## config.mk

```make
export PLATFORM = sky130hd
export DESIGN_NAME = trz_diff
export DESIGN_NICKNAME = d
export VERILOG_FILES = /design/src/design/trz_pkg.sv /design/src/design/trz_diff.sv
export SDC_FILE = /design/constraint.sdc
export NUM_CORES = 1
export LEC_CHECK = 0
export BUFFER_PORTS_ARGS = -buffer_cell sky130_fd_sc_hd__buf_2
export CORE_MARGIN = 2
export CORE_UTILIZATION = 46
export DETAILED_ROUTE_END_ITERATION = 7
export PLACE_DENSITY = 0.88
export SYNTH_ARGS = -nofsm -noshare
export SYNTH_HDL_FRONTEND = slang
export SYNTH_SLANG_ARGS = --single-unit
```

## constraint.sdc

```tcl
create_clock -name clk -period 0.8 [get_ports clk]
set_input_delay 0.12 -clock clk [delete_from_list [all_inputs] [get_ports clk]]
set_output_delay 0.12 -clock clk [all_outputs]
set_load 0.02 [all_outputs]
```

## src/design/trz_pkg.sv

```systemverilog
// ----------------------------------------------------------------------------
// trz_pkg
// Shared types and constants for the translate / rotate-about-z point pipeline.
// ----------------------------------------------------------------------------
package trz_pkg;

	// Coordinate width (signed Q16.16) and angle width
	localparam int CoordW = 32;
	localparam int AngleW = 16;

	// CORDIC datapath: x/y in Q2.30 with guard bits, z in 32-bit binary angle
	localparam int CordicW = 34;
	localparam int PhaseW  = 32;
	localparam int UnitW   = 32;
	localparam int ProdW   = 64;

	localparam int CordicStagesDefault = 16;
	localparam int AtanEntries         = 30;

	// 1/K in Q2.30
	localparam logic signed [CordicW-1:0] InvGainQ30 = 34'sh026DD3B6A;
	localparam logic signed [CordicW-1:0] OneQ30     = 34'sh040000000;

	// arctan(2^-i) in 32-bit binary angle units
	localparam logic signed [PhaseW-1:0] AtanTable [AtanEntries] = '{
		32'sh20000000, 32'sh12E4051E, 32'sh09FB385B, 32'sh051111D4, 32'sh028B0D43,
		32'sh0145D7E1, 32'sh00A2F61E, 32'sh00517C55, 32'sh0028BE53, 32'sh00145F2F,
		32'sh000A2F98, 32'sh000517CC, 32'sh00028BE6, 32'sh000145F3, 32'sh0000A2FA,
		32'sh0000517D, 32'sh000028BE, 32'sh0000145F, 32'sh00000A30, 32'sh00000518,
		32'sh0000028C, 32'sh00000146, 32'sh000000A3, 32'sh00000051, 32'sh00000029,
		32'sh00000014, 32'sh0000000A, 32'sh00000005, 32'sh00000003, 32'sh00000001
	};

	// Quadrant codes from the top two angle bits
	typedef enum logic [1:0] {
		QUAD_0 = 2'd0,
		QUAD_1 = 2'd1,
		QUAD_2 = 2'd2,
		QUAD_3 = 2'd3
	} quad_t;

	// Request payload that rides alongside the CORDIC pipeline
	typedef struct packed {
		logic signed [CoordW-1:0] dx;
		logic signed [CoordW-1:0] dy;
		logic signed [CoordW-1:0] dz;
		logic                     sat;
		quad_t                    quad;
	} side_t;

endpackage

```

## src/design/trz_diff.sv

```systemverilog
// ----------------------------------------------------------------------------
// trz_diff
// Input stage: saturated point differences and CORDIC phase setup.
// ----------------------------------------------------------------------------
module trz_diff (
	input  logic                                 clk,
	input  logic                                 arst_n,
	input  logic                                 in_valid,
	input  logic signed [trz_pkg::CoordW-1:0]    test_x,
	input  logic signed [trz_pkg::CoordW-1:0]    test_y,
	input  logic signed [trz_pkg::CoordW-1:0]    test_z,
	input  logic signed [trz_pkg::CoordW-1:0]    origin_x,
	input  logic signed [trz_pkg::CoordW-1:0]    origin_y,
	input  logic signed [trz_pkg::CoordW-1:0]    origin_z,
	input  logic        [trz_pkg::AngleW-1:0]    angle,
	output logic                                 valid_s1,
	output trz_pkg::side_t                       side_s1,
	output logic signed [trz_pkg::PhaseW-1:0]    phase_s1
);
	import trz_pkg::*;

	logic signed [CoordW-1:0] dx, dy, dz;
	logic                     ox, oy, oz;

	// Subtract with one guard bit and clip to 32 bits
	function automatic logic signed [CoordW:0] sub_sat(input logic signed [CoordW-1:0] a,
		input logic signed [CoordW-1:0] b);
		logic signed [CoordW:0] d;
		logic                   ovf;
		d   = {a[CoordW-1], a} - {b[CoordW-1], b};
		ovf = d[CoordW] ^ d[CoordW-1];
		if (ovf) begin
			return {1'b1, d[CoordW], {(CoordW-1){~d[CoordW]}}};
		end
		return {1'b0, d[CoordW-1:0]};
	endfunction

	always_comb begin
		{ox, dx} = sub_sat(test_x, origin_x);
		{oy, dy} = sub_sat(test_y, origin_y);
		{oz, dz} = sub_sat(test_z, origin_z);
	end

	// Advance valid
	always_ff @(posedge clk or negedge arst_n) begin
		if (!arst_n) begin
			valid_s1 <= 1'b0;
		end else begin
			valid_s1 <= in_valid;
		end
	end

	// Register differences; residual angle below one quadrant goes to z
	always_ff @(posedge clk) begin
		side_s1.dx   <= dx;
		side_s1.dy   <= dy;
		side_s1.dz   <= dz;
		side_s1.sat  <= ox | oy | oz;
		side_s1.quad <= quad_t'(angle[AngleW-1 -: 2]);
		phase_s1     <= {2'b00, angle[AngleW-3:0], {(PhaseW-AngleW){1'b0}}};
	end

endmodule

```

==> results.toml, run 1 <==
[clock_tree]
cts.sinks = 114
htreeDepth = 4
numCtsBuffers = 17
cts-root-buf = "clkbuf_16"
clockBufferDepth = 2

[logic_synthesis]
synth_mux_area_frac = 0.0118
netlist_top_cells_area = "dfxtp_1, ha_1, a21o_1, inv_1, a21oi_1"
yosysUniqueCellTypes = 71
netlist_top_cells_count = "inv_1, dfxtp_1, ha_1"
yosys.area.top_type = "dfxtp_1"
synthSimpleGateAreaFrac = 0.134
synth_compound_area_frac = 0.278
yosysMostFrequentCell = "inv_1"
syn_avg_cell_area_um2 = 8.01
synth_top_area_share = 0.261
synth.cell_area_mm2 = 0.00866
synth_edf_count = 0
synthAdderAreaFrac = 0.154
synth_top_family_by_area = "compound AO/OA/AOI/OAI gates"
yosys_warnings = 0
ys_seq_area_frac = 0.264
netlist_instances = 1081
synth-xor-area-share = 0.0718
synthFlopType = "dfxtp_1"
synth_seq_cells = 114
async_reset_ff_frac = 0.00877

[place]
routabilityCongestion = 1.04
hpwlAfterDp_um = 25700
placed_cells_incl_taps = 1910
dp_slack_ns = -2.71
placement.io_buffers = 324
postPlaceCellArea_mm2 = 0.0130

[floorplan]
dieHeight_um = 141
std_cell_rows = 50
start_util = 0.466
chipWidth_um = 141
pin_count = 343

[run_status]
lastStage = "5_1_grt"
outcome = "aborted with a tool error"
stop_error = "[ERROR GRT-0116] Global routing finished with congestion. Check the congestion regions in the DRC Viewer."

[grt]
grt_pass1_vias = 14525
grt_first_pass_wirelength_um = 84800
gr-total-overflow = 2
groute.usage.overall = 0.563
grt_max_degree = 17
-- per-stage QoR --
| stage | TNS [ns] | util |
|---|---|---|
| after detailed placement | -235.55 | 0.702 |
| after floorplan | -205.69 | - |
| after global placement | -227.81 | 0.702 |
| after CTS | -191.18 | 0.860 |
-- per-layer routing --
layer / overflow / global-route usage
met4: 1 / 0.533
met5: 0 / 0.0727
met2: 1 / 0.803
met1: 0 / 0.533
met3: 0 / 0.379
-- cell families after synthesis --
| family | Yosys count |
|---|---|
| adders and majority gates | 105 |
| xor gates and xnor gates | 71 |
| AOI/OAI and AO/OA | 367 |
| other | 1 |
| DFF | 114 |
| muxes | 10 |
| and+or+nand+nor | 234 |
| buffers and inverters | 179 |
-- what timing repair did --
action / in CTS
pin swaps: 61
cloned: 13
setup endpoints to repair: 211
hold endpoints to repair: 19
setup buffers: 38
hold buffers: 18
gates resized for setup: 520
==> run 2, diff against run 1 <==
--- a/config.mk
+++ b/config.mk
@@ -7,9 +7,9 @@
 export LEC_CHECK = 0
 export BUFFER_PORTS_ARGS = -buffer_cell sky130_fd_sc_hd__buf_2
 export CORE_MARGIN = 2
-export CORE_UTILIZATION = 46
+export CORE_UTILIZATION = 31
 export DETAILED_ROUTE_END_ITERATION = 7
-export PLACE_DENSITY = 0.88
+export PLACE_DENSITY_LB_ADDON = 0.15
 export SYNTH_ARGS = -nofsm -noshare
 export SYNTH_HDL_FRONTEND = slang
 export SYNTH_SLANG_ARGS = --single-unit
==> run 2 against run 1 <==
Effect of this change: the flow now finishes, with violations (setup timing); area after synthesis did not move; synthesized cell count did not move.
==> results.toml, run 2 <==
[setup_path]
cp.required_ns = 1.07
crit_fanout = 4
endpoint_kind = "flip-flop"
crit_start = "origin_y[2]"
path_class = "primary input to flip-flop"
endpoint = "side_s1[65]"
crit_arrival_ns = 3.09
start_kind = "primary input"

[logic_synthesis]
synth_seq_cells = 114
synth.cell_area_mm2 = 0.00866
netlist_top_cells_area = "dfxtp_1, ha_1, a21o_1, inv_1, a21oi_1"
async_reset_ff_frac = 0.00877
yosys.area.top_type = "dfxtp_1"
yosysUniqueCellTypes = 71
synth_edf_count = 0
netlist_top_cells_count = "inv_1, dfxtp_1, ha_1"
synth_top_area_share = 0.261
syn_avg_cell_area_um2 = 8.01
netlist_instances = 1081
yosysMostFrequentCell = "inv_1"
ys_seq_area_frac = 0.264
yosys_warnings = 0
synthFlopType = "dfxtp_1"

[finish]
antenna_cells = 0
fill_cells = 2477
final-seq-area_mm2 = 0.00243
stdcell_area_mm2 = 0.0165
multi_input_area_mm2 = 0.00669
regMostFlops = "side_s1"
top_regs = "side_s1 (99), phase_s1 (14), valid_s1 (1)"
syn2layout_area_growth_pct = 90.3
drive_gt1_frac = 0.564
layout.cells.most_common_list = "buf_4, buf_2, buf_6, dfxtp_2, inv_1"
nets = 2096
largest_reg_flops = 99
mostFrequentLayoutCell = "buf_4"

[sta]
fin_crit_ns = 2.82
final_max_slew_viol_count = 0
worst_slack_ns = -2.02
finalHoldViolations = 0
setup_violations = 211
max_slew_margin = 0.450
rsz0062_at_grt = "yes"
fmax_mhz = 355
worst_slew_pin_slew_ns = 0.813
fin_crit_sh = 3.52

[routing]
firstDrtPassIters = 5
wl_per_cell_um = 15.4
drtIter0Drc = 461
totalWireLength_um = 33400
vias = 10364
vias_per_cell = 4.78
postRouteAntennaNets = 0
drc = 0

[floorplan]
pin_count = 343
dieHeight_um = 171
die_area_mm2 = 0.0293
std_cell_rows = 61
start_util = 0.313
chipWidth_um = 171
core_mm2 = 0.0276

[place]
routabilityCongestion = 0.896
hpwlAfterDp_um = 25400
placement.io_buffers = 324
dp_slack_ns = -2.64
postPlaceCellArea_mm2 = 0.0133

[clock_tree]
cts_tree = "yes"
numCtsBuffers = 17
cts.sinks = 114
htreeDepth = 4
clockBufferDepth = 2
cts-root-buf = "clkbuf_16"
clk_pin_slew_ns = 0.06

[flow_run]
drv_cap = 0

[pwr]
power.density_mw_per_mm2 = 2420
cellLeakagePower_nw = 8.34
ir_worst_vdd_mv = 1.68

[grt]
grt_first_pass_wirelength_um = 50300
gr-total-overflow = 0
grt_max_degree = 19
grt_pass1_vias = 10240
antenna_found_initial = 2
groute.usage.overall = 0.216

[worst_hold_path]
hold_class = "primary input to flip-flop"

[run_status]
violations = "setup timing"
outcome = "complete, but fails checks"
-- run 2: cell counts after synthesis --
Identical to the previous run, type by type.
-- run 2: cell type report --
class                   instances  share of cell area
clock inverters                10             0.00532
multi-input cells             805               0.406
inverters                     131              0.0333
repair buffers                711               0.352
flip-flops and latches        114               0.147
well taps                     378              0.0287
clock buffers                  21              0.0273
-- run 2: cells by family after synthesis --
kind of cell,share of synthesized area
DFF,0.264
buffers and inverters,0.0855
xor gates and xnor gates,0.0718
muxes,0.0118
adders and majority gates,0.154
and+or+nand+nor,0.134
other,0.000433
AOI/OAI and AO/OA,0.278
-- run 2: critical path, stage by stage --
cell and delay (ns):
buf_8 0.09, inv_12 0.03, ha_4 0.26, o21a_1 0.16, o31ai_4 0.09, a211oi_2 0.24
o21ai_2 0.09, o31a_1 0.29, o311a_1 0.34, a21oi_2 0.22, xnor2_2 0.11, ha_4 0.34
inv_8 0.05, and2_4 0.14, or4_4 0.51
-- run 2: worst min-delay path by stage --
stage / startpoint / to / slack (ns) / cells past startpoint
final: origin_z[0] / side_s1[3] / 0.0003 / 3
after floorplan: arst_n / valid_s1 / -0.18 / 0
after global placement: arst_n / valid_s1 / -0.11 / 1
after CTS: origin_z[0] / side_s1[3] / -0.03 / 3
after global routing: origin_z[0] / side_s1[3] / 0.006 / 3
after detailed placement: arst_n / valid_s1 / -0.10 / 1
-- run 2: metal layers --
layer | vias to the layer above | track usage | share of wire
li1 | 5192 | - | -
met1 | 4772 | 0.272 | 0.43
met2 | 366 | 0.375 | 0.49
met3 | 30 | 0.0416 | 0.067
met4 | 4 | 0.0597 | 0.013
met5 | - | 0 | 0.00078
-- run 2: through the flow --
step                      hold slack, ns  utilization  setup TNS [ns]  cells  power [mW]
after global placement            -0.106        0.482         -230.05   2068        24.9
final                           0.000288        0.596         -191.22   2170        39.8
after detailed placement          -0.104        0.482         -232.53   2068        24.9
after global routing             0.00582        0.596         -207.09   2170        42.0
after CTS                        -0.0280        0.567         -194.70   2146        38.1
after floorplan                   -0.176            -         -205.69   1098        18.1
-- run 2: timing repair --
action | CTS | global route
buffers inserted | 22 | 25
endpoints found under the setup margin | 211 | 211
resized for setup | 455 | 144
pin swaps | 59 | 43
hold endpoints to repair | 20 | 0
gates cloned | 6 | 3
hold buffers | 20 | 0
-- run 2: report_power, final --
group	internal, mW	switching [mW]	total, mW
logic	12.3	10.7	22.9
clock network	4.32	2.95	7.27
registers	8.40	1.23	9.63
total	25.0	14.8	39.8
No activity file was read; power rests on OpenSTA's default activity.
==> run 3, diff against run 2 <==
--- a/config.mk
+++ b/config.mk
@@ -5,11 +5,12 @@
 export SDC_FILE = /design/constraint.sdc
 export NUM_CORES = 1
 export LEC_CHECK = 0
-export BUFFER_PORTS_ARGS = -buffer_cell sky130_fd_sc_hd__buf_2
 export CORE_MARGIN = 2
 export CORE_UTILIZATION = 31
 export DETAILED_ROUTE_END_ITERATION = 7
+export DONT_BUFFER_PORTS = 1
 export PLACE_DENSITY_LB_ADDON = 0.15
+export REMOVE_ABC_BUFFERS = 1
 export SYNTH_ARGS = -nofsm -noshare
 export SYNTH_HDL_FRONTEND = slang
 export SYNTH_SLANG_ARGS = --single-unit
==> run 3 against run 2 <==
Effect of this change: the run ends with hold timing, setup timing left; worst setup slack better by 0.15 ns; combinational power is 36% lower; sequential share of layout area is 4.1 points higher; critical path type unchanged; largest power group unchanged; first-iteration DRC count is 27% lower; clock power is 2% higher.
==> results.toml, run 3 (synthesis gave the netlist of run 2 again) <==
[run_status]
outcome = "complete, but fails checks"
violations = "hold timing, setup timing"

[grt]
grt_first_pass_wirelength_um = 46800
gr-total-overflow = 0
groute.usage.overall = 0.204
grt_pass1_vias = 9100
antenna_found_initial = 2
grt_max_degree = 21

[routing]
drc = 0
wl_per_cell_um = 16.8
vias = 9063
drt-met1-wl_um = 13700
drtIter0Drc = 337
wl_met2_um = 14800
highest_layer = "met4"
vias_per_cell = 4.89
postRouteAntennaNets = 0
met3_length_um = 1900
totalWireLength_um = 31100
firstDrtPassIters = 5

[clock_tree]
clk_pin_slew_ns = 0.07
htreeDepth = 4
cts_tree = "yes"
numCtsBuffers = 17
clockBufferDepth = 2
cts-root-buf = "clkbuf_16"
ctsHoldBuffers = 22
cts.sinks = 114

[sta]
fin_crit_sh = 3.34
fin_crit_ns = 2.67
setup_violations = 211
hold_slack_ns = -0.0331
worst_slack_ns = -1.87
finalHoldViolations = 1
fmax_mhz = 375
max_slew_margin = 0.465
worst_slew_pin_slew_ns = 0.792
final_max_slew_viol_count = 0
rsz0062_at_grt = "yes"

[floorplan]
pin_count = 343
chipWidth_um = 171
dieHeight_um = 171
core_mm2 = 0.0276
std_cell_rows = 61
die_area_mm2 = 0.0293
start_util = 0.313

[setup_path]
start_kind = "primary input"
crit_fanout = 4
crit_top_cell = "ha_4"
path_class = "primary input to flip-flop"
cpLargestDelayFamily = "compound AO/OA/AOI/OAI gates"
cpMaxStageDelayCell = "or4_1"
cp_num_buf_inv = 2
endpoint_kind = "flip-flop"
worst_path_largest_cell_delay_ns = 0.52
cp.required_ns = 1.10
crit_arrival_ns = 2.97
cp_cell_sequence = "inv_12 > ha_4 > o21a_1 > o31ai_4 > a211oi_4 > o21ai_4 > o31a_1 > o311a_1 > a21oi_2 > xnor2_2 > ha_4 > inv_6 > and2_4 > or4_1"

[finish]
drive_gt1_frac = 0.464
nets = 1778
final_cells = 1855
mostFrequentLayoutCell = "buf_4"
syn2layout_area_growth_pct = 65.3
regMostFlops = "side_s1"
layout.cells.most_common_list = "buf_4, inv_1, dfxtp_4, ha_1"
top_regs = "side_s1 (99), phase_s1 (14), valid_s1 (1)"
largest_reg_flops = 99

[worst_hold_path]
hold_start = "test_x[1]"
hold_depth = 2
min_to = "side_s1[68]"
hold_class = "primary input to flip-flop"

[pwr]
power.density_mw_per_mm2 = 2470
ir_worst_vdd_mv = 1.29
cellLeakagePower_nw = 6.81

[place]
hpwlAfterDp_um = 23700
placement.io_buffers = 0
placed_cells_incl_taps = 1763
dp_slack_ns = -2.67
routabilityCongestion = 0.909

[flow_run]
drv_cap = 0
## run 3: how the worst max path moves through the flow
| stage | startpoint | to | slack (ns) | cells past startpoint |
|---|---|---|---|---|
| after floorplan | origin_x[16] | side_s1[96] | -3.97 | 14 |
| after global placement | origin_y[1] | side_s1[65] | -2.62 | 14 |
| after global routing | origin_z[6] | side_s1[28] | -1.96 | 17 |
| after detailed placement | origin_y[1] | side_s1[65] | -2.67 | 14 |
| after CTS | origin_y[3] | side_s1[65] | -1.86 | 14 |
| final | origin_y[3] | side_s1[65] | -1.87 | 14 |
## run 3: final cells by class
cell class	instances	area, um2
inverters	131	563
flip-flops and latches	114	2700
clock buffers	17	425
fillers	2629	13300
diodes	2	5.00
well taps	378	473
multi-input cells	805	6640
clock inverters	15	123
repair buffers	393	3380
## run 3: power by group
part           leakage (nW)  switching [mW]  internal [mW]
Sequential             1.00            3.98           9.23
Combinational          5.55            6.78           7.96
Clock                 0.259            3.35           4.04
Total                  6.81            14.1           21.2
## run 3: per-layer routing
layer	track usage	vias to the layer above
met3	0.0571	46
li1	-	4561
met4	0.0730	0
met1	0.251	4180
met2	0.342	276
met5	0	-
## run 3: per-stage QoR
stage | utilization | TNS, ns | hold slack [ns] | instance area [um2] | power [mW]
2_1_floorplan | - | -307.25 | -0.176 | 8470 | 17.1
3_3_place_gp | 0.417 | -232.44 | -0.176 | 11500 | 22.4
3_5_place_dp | 0.417 | -235.08 | -0.176 | 11500 | 22.4
4_1_cts | 0.505 | -181.18 | -0.0532 | 13900 | 34.8
5_1_grt | 0.518 | -189.54 | -0.0461 | 14300 | 37.4
6_report | 0.518 | -175.56 | -0.0331 | 14300 | 35.3
## run 3: repair_timing
action,CTS,global route
hold endpoints to repair,24,1
pin swaps,61,36
gates resized for setup,469,77
gates cloned,8,3
buffers inserted,27,8
endpoints found under the setup margin,211,211
